**src/hw/rtl/pal_pkg.sv**
```systemverilog
// ----------------------------------------------------------------------------
// pal_pkg: shared types and constants for the positional array list
// Sizes, operation and status codes, and the control word that the top
// level broadcasts to every storage cell.
// ----------------------------------------------------------------------------
package pal_pkg;

    localparam int CAPACITY = 64;                      // 2 .. 64
    localparam int IDX_W    = $clog2(CAPACITY);        // cell index width
    localparam int CNT_W    = $clog2(CAPACITY + 1);    // element count width
    localparam int DATA_W   = 32;
    localparam int POS_W    = 7;
    localparam int LEN_W    = 7;

    typedef enum logic [1:0] {
        OP_INSERT   = 2'd0,
        OP_DELETE   = 2'd1,
        OP_TRAVERSE = 2'd2,
        OP_UNUSED   = 2'd3
    } t_op;

    typedef enum logic [1:0] {
        ST_OK      = 2'd0,
        ST_INVALID = 2'd1,
        ST_FULL    = 2'd2,
        ST_EMPTY   = 2'd3
    } t_status;

    typedef enum logic [1:0] {
        CMD_HOLD   = 2'd0,
        CMD_INSERT = 2'd1,
        CMD_DELETE = 2'd2,
        CMD_ROTATE = 2'd3
    } t_cell_cmd;

    typedef struct packed {
        t_cell_cmd                 cmd;
        logic [IDX_W-1:0]          pos;    // 0-based target of insert / delete
        logic [IDX_W-1:0]          tail;   // index of the last occupied cell
        logic signed [DATA_W-1:0]  value;  // element to insert
    } t_cell_ctl;

endpackage

```
**src/hw/rtl/pal_cell.sv**
```systemverilog
// ----------------------------------------------------------------------------
// pal_cell: one storage cell of the list chain
// Holds one element; loads from its left or right neighbor, the head cell,
// or the insert value, as the broadcast control word selects.
// ----------------------------------------------------------------------------
module pal_cell
    import pal_pkg::*;
(
    input  logic                      i_clk,
    input  logic [IDX_W-1:0]          i_cell_idx,
    input  t_cell_ctl                 i_ctl,
    input  logic signed [DATA_W-1:0]  i_left,
    input  logic signed [DATA_W-1:0]  i_right,
    input  logic signed [DATA_W-1:0]  i_head,
    output logic signed [DATA_W-1:0]  o_data
);

    logic signed [DATA_W-1:0] r_data;
    logic signed [DATA_W-1:0] n_data;

    always_comb begin
        n_data = r_data;
        unique case (i_ctl.cmd)
            CMD_INSERT: begin
                // shift the tail up, store the new element at the target
                if (i_cell_idx > i_ctl.pos) begin
                    n_data = i_left;
                end else if (i_cell_idx == i_ctl.pos) begin
                    n_data = i_ctl.value;
                end
            end
            CMD_DELETE: begin
                if (i_cell_idx >= i_ctl.pos) begin
                    n_data = i_right;
                end
            end
            CMD_ROTATE: begin
                // advance the occupied part by one place, head wraps to tail
                if (i_cell_idx == i_ctl.tail) begin
                    n_data = i_head;
                end else if (i_cell_idx < i_ctl.tail) begin
                    n_data = i_right;
                end
            end
            default: begin
                n_data = r_data;
            end
        endcase
    end

    always_ff @(posedge i_clk) begin
        r_data <= n_data;
    end

    assign o_data = r_data;

endmodule

```
**config.mk**
```make
export PLATFORM = sky130hd
export DESIGN_NAME = pal_cell
export DESIGN_NICKNAME = d
export VERILOG_FILES = /design/src/hw/rtl/pal_pkg.sv /design/src/hw/rtl/pal_cell.sv
export SDC_FILE = /design/constraint.sdc
export NUM_CORES = 1
export LEC_CHECK = 0
export BUFFER_PORTS_ARGS = -buffer_cell sky130_fd_sc_hd__buf_2
export CORE_ASPECT_RATIO = 2
export CORE_MARGIN = 3
export CORE_UTILIZATION = 43
export DETAILED_ROUTE_END_ITERATION = 8
export PLACE_DENSITY = 0.78
export SYNTH_ARGS = -nofsm -noshare
export SYNTH_HDL_FRONTEND = slang
export SYNTH_SLANG_ARGS = --single-unit
```
**constraint.sdc**
```tcl
create_clock -name i_clk -period 5.04 [get_ports i_clk]
set_clock_uncertainty 0.2 [all_clocks]
set_input_delay 1.512 -clock i_clk [delete_from_list [all_inputs] [get_ports i_clk]]
set_output_delay 1.512 -clock i_clk [all_outputs]
set_load 0.05 [all_outputs]
```
======== Word level (Yosys, flattened, before mapping) ========
Cells that the tools add are included.
word-level totals
  register bits ........................... 32
  bits of input ports ..................... 149
  output and inout port bits .............. 32
  word-level logic and storage cells ...... 20
operators by class
  $lt $le $gt $ge ......................... 3
  eq/ne operators ......................... 8
  mux-type cells .......................... 6
  reduce and logical (&&, ||, !) cells .... 2
operator list
  operator                                                          count
  32-bit two-way mux                                                5
  32-bit one-hot mux with 3 select lines                            1
  6-bit == test                                                     2
  6-bit greater-or-equal comparator                                 1
  6-bit > comparator                                                1
  6-bit less-than comparator                                        1
  3-bit inequality test (second input constant)                     2
  2-bit == test (second input constant)                             2
  4-bit AND reduction                                               1
  3-bit nonzero test                                                1
  2-bit by 1-bit == test with 1-bit output (second input constant)  1
  2-bit inequality test (second input constant)                     1

======== Logic depth before layout (Yosys ltp) ========
  depth in word-level cells ............... 4
  gate-level depth with buffers ........... 8

======== Worst setup path after synthesis ========
No wires, ideal clock.
  kind .................................... input -> register
  start ................................... in i_ctl[37] (netlist bit)
  end ..................................... reg r_data[0] (netlist: o_data[0]), enable pin
  setup time .............................. 466 ps
  data arrival time ....................... 4521 ps
  required time ........................... 4374 ps
  setup slack ............................. -147 ps
  stages on the path ...................... 6
  buffers on the path ..................... 0
  cells stage by stage .................... inv_1 > ha_1 > and4_1 > o21ai_0 > a31oi_1 > o21ai_0
on the way
  cells in the longest elaborated chain, start to end .. 3
ends and longest elaborated chain
  what                                                                line                            RTL
  start, declared                                                     pal_cell.sv:11                  input t_cell_ctl i_ctl,
  6-bit less-than comparator / 6-bit == test (equally long branches)  pal_cell.sv:41, pal_cell.sv:39
  3-bit inequality test (no source line) (*)                          n/a
  4-bit AND reduction (no source line) (*)                            n/a
  end signal, assigned                                                pal_cell.sv:52                  r_data <= n_data;
  end, declared                                                       pal_cell.sv:18                  logic signed [DATA_W-1:0] r_data;
Mark *: on every way between the ends. The rest lies on a longest branch, timed or not.
A chain may end at the register's enable or synchronous reset.

======== Final worst setup path ========
  start ................................... in i_ctl[45] (netlist bit)
  end ..................................... reg r_data[29] (netlist: o_data[29]) (data pin)
on the way
  cells in the longest elaborated chain, start to end .. 2
ends and longest elaborated chain
  what                                                                              line            RTL
  2-bit == test / 2-bit by 1-bit == test with 1-bit output (equally long branches)  pal_cell.sv:23  unique case (i_ctl.cmd)
  32-bit one-hot mux with 3 select lines (*)                                        pal_cell.sv:23
  via n_data[29]                                                                    pal_cell.sv:19  logic signed [DATA_W-1:0] n_data;
The timed path passes the listed nets; every way through them passes the cells marked *.

==> results by stage <==
Critical path:
- Broken down by cell family, the worst path's largest delay share belongs to buffers and inverters.
- The category of the critical setup timing path is in -> reg.
- The data arrival time of the worst path is approximately 3600 ps.
- The critical-path maximum fanout is 43.
- The largest incremental delay on the critical path is between 600 and 700 ps.
- The type of origin of the critical path is an input port.
- The number of buffers and inverters on the critical path is 2.
- STA classifies the critical path endpoint as a register.
- STA puts the critical path data required time at 4900 ps.
- The largest individual stage delay along the critical path comes from the cell sky130_fd_sc_hd__or2_1.
- Walking the worst path, the cells encountered are buf_2 > or2_1 > buf_4 > a21oi_1 > a2111oi_2.

Place:
- The post-place instance area is roughly 4600 µm².
- Port buffering added 180 buffers.
- The final weighted congestion in routability-driven placement is ~0.84.
- Detailed placement ended at an HPWL of between 8000 and 9000 µm.

Route:
- The routed layout has ~4,100 vias.
- For this run, design rule violations remaining after detail routing come to 0.
- The detail route stage leaves a number of antenna-violating nets equal to 0.
- The post-detailed-route wirelength per cell is around 18 µm.
- The number of DRC markers in iteration 0 is between 300 and 400.
- Dividing the detail-routed via count by the number of cells gives 5.91.
- The routed wire length is ~12,000 µm.
- The first detailed-routing pass ran for 6 iterations.

Global route:
- The number of global-route vias before repair is ~4,100.
- The number of antenna violations at the first check in global routing was 0.
- Entering global routing, the biggest net connects 64 pins.
- The leftover overflow at the end of global routing is 0.
- The first global-routing pass estimated around 19,000 µm of wire.
- Across every metal layer, demand over resource in global routing totals between 20% and 30%.

Floorplanning:
- The floorplan has 47 rows.
- In this run the horizontal extent of the chip is 71.7 µm.
- The die covers slightly below 10,000 µm².
- The initial core utilization is 44.4%.
- The region available for standard cell placement spans 8350 µm².
- The die outline height is between 100 and 150 µm.
- The number of top-level design ports is 181.

Clock network:
- The post-cts sizing count is 0.
- No sink is reached through more buffers than the 2 on the longest clock path.
- Clock tree synthesis inserted a total of 5 buffers.
- The number of H-tree levels is 2.
- The clock tree from TritonCTS is done.
- Clock-pin slew was measured on the worst setup and hold paths at around 50 ps.
- Hold repair after CTS inserted 0 buffers.
- In this run the clock root is driven by a sky130_fd_sc_hd__clkbuf_16.
- The number of setup buffers added after CTS is 0.
- The number of sinks on the clock net is 32.

Layout:
- The number of flip-flops in the largest register is 32.
- 0 antenna diodes ended up in the layout.
- The final net count is about 760.
- The total non-filler cell area in the finished layout is between 4000 and 5000 µm².
- The share of final-layout standard cells stronger than drive strength 1 is approximately two fifths.
- The area added between synthesis and finish is 27.8%.

Synthesis:
- The number of warning messages in the yosys log is 0.
- The netlist uses 35 different library cells.
- Synthesis inferred 32 register bits.
- Counting flops with a built-in enable in the synthesized netlist gives 32.
- The number of nets in the synthesized netlist is 610.
- The share of the Yosys chip area taken by registers is 25.9%.
- The cell area that synthesis handed to floorplanning was 3710 µm².
- A synthesized cell averages roughly 8.3 µm².
- Synthesis produced a netlist whose cell count is 449.
- In the synthesized netlist the async set-or-reset flop fraction comes to 0%.
- The dominant synthesized flop cell is sky130_fd_sc_hd__edfxtp_1.

Power and ir drop:
- The final total power is 0.00125 W.
- The ratio of total power to cell area is 263 nW/µm².
- In this run the static leakage power is approximately 2.3 nW.
- Across the VDD grid, the largest voltage drop is roughly 0.16 mV.

Timing:
- Setup repair after global routing left no endpoint under its margin.
- Headroom to the max-slew limit came out at 28.0%.
- The worst path uses 74.0% of the clock period.
- The final hold violation count is 0.
- The final sum of negative setup slack is 0 ps.
- The top achievable clock speed is roughly 270 MHz.
- The total count of max-transition violations in the final report is 0.
- The final hold slack is 1440 ps.
- The number of setup violations in the final report is 0.
- After layout, the minimum clock period comes to 3730 ps.
- At the pin with the least slew margin, the transition time is approximately 1100 ps.

Run:
- The number of max-cap violations is 0.

Hold path:
- In this run the worst hold path is classified as in -> reg.

Status:
- The run finished with clean final reports.
## synth_stat cells (3+ instances only)
library cell	count	area [µm²]
sky130_fd_sc_hd__a2111oi_2	30	450
sky130_fd_sc_hd__a21oi_1	68	340
sky130_fd_sc_hd__buf_2	17	85.1
sky130_fd_sc_hd__buf_4	3	22.5
sky130_fd_sc_hd__buf_6	6	67.6
sky130_fd_sc_hd__clkbuf_1	17	63.8
sky130_fd_sc_hd__edfxtp_1	32	961
sky130_fd_sc_hd__ha_1	12	150
sky130_fd_sc_hd__inv_1	43	161
sky130_fd_sc_hd__mux2i_1	31	310
sky130_fd_sc_hd__nand2_1	5	18.8
sky130_fd_sc_hd__nand2b_1	59	369
sky130_fd_sc_hd__nand3_1	32	160
sky130_fd_sc_hd__nor2b_1	4	25.0
sky130_fd_sc_hd__nor3_1	32	160
sky130_fd_sc_hd__o21ai_0	34	170
sky130_fd_sc_hd__or2b_1	4	30.0
## routing by layer
layer / wire length, µm / vias to the layer above / global-route usage (%)
li1: - / 1941 / -
met1: 4250 / 1914 / 24.8
met2: 6580 / 236 / 44.8
met3: 912 / 49 / 3.43
met4: 660 / 0 / 15.0
met5: 0 / - / 0
## cells in the final DEF (no fill, tap or decap), types with 5 or more instances in the layout
cell type                   synthesis  layout
sky130_fd_sc_hd__a2111oi_2         30      30
sky130_fd_sc_hd__a21oi_1           68      68
sky130_fd_sc_hd__buf_2             17     180
sky130_fd_sc_hd__buf_4              3       8
sky130_fd_sc_hd__clkbuf_16          0       5
sky130_fd_sc_hd__edfxtp_1          32      32
sky130_fd_sc_hd__ha_1              12      10
sky130_fd_sc_hd__inv_1             43      43
sky130_fd_sc_hd__mux2i_1           31      31
sky130_fd_sc_hd__nand2_1            5       5
sky130_fd_sc_hd__nand2b_1          59      59
sky130_fd_sc_hd__nand3_1           32      32
sky130_fd_sc_hd__nor3_1            32      32
sky130_fd_sc_hd__o21ai_0           34      33
## path summary, 6_finish.rpt
kind,startpoint,to,depth (start not counted)
hold / removal,i_ctl[6],o_data[6]$_DFFE_PP_,3
setup / recovery,i_ctl[45],o_data[29]$_DFFE_PP_,5
## stage by stage
stage	utilization, %	setup WS [ps]	std cells
final	56.8	1310	700
after global routing	56.8	1160	700
after CTS	56.8	1290	700
after detailed placement	54.8	1000	692
after global placement	54.8	1130	692
after floorplan	-	716	449
## area by class of cell
type,instances,area (µm²)
Tap cell,98,123
Fill cell,800,3610
Multi-Input combinational cell,331,2370
Sequential cell,32,961
Timing Repair Buffer,188,961
Clock inverter,3,37.5
Clock buffer,5,125
Inverter,43,161
## cell families after synthesis
group,count (synthesis),synth area share [%]
buf+inv,86,10.8
mux,31,8.37
flops,32,25.9
compound gates,142,27.9
fa+ha+maj,12,4.05
simple gates,146,22.9
## report_power, final
part | leakage, nW | switching [W] | internal [W] | total, W
Sequential | 0.309 | 0.0000159 | 0.000353 | 0.000369
Combinational | 1.86 | 0.000370 | 0.000165 | 0.000535
Clock | 0.0789 | 0.000112 | 0.000230 | 0.000342
(Power assumes the default switching activity.)
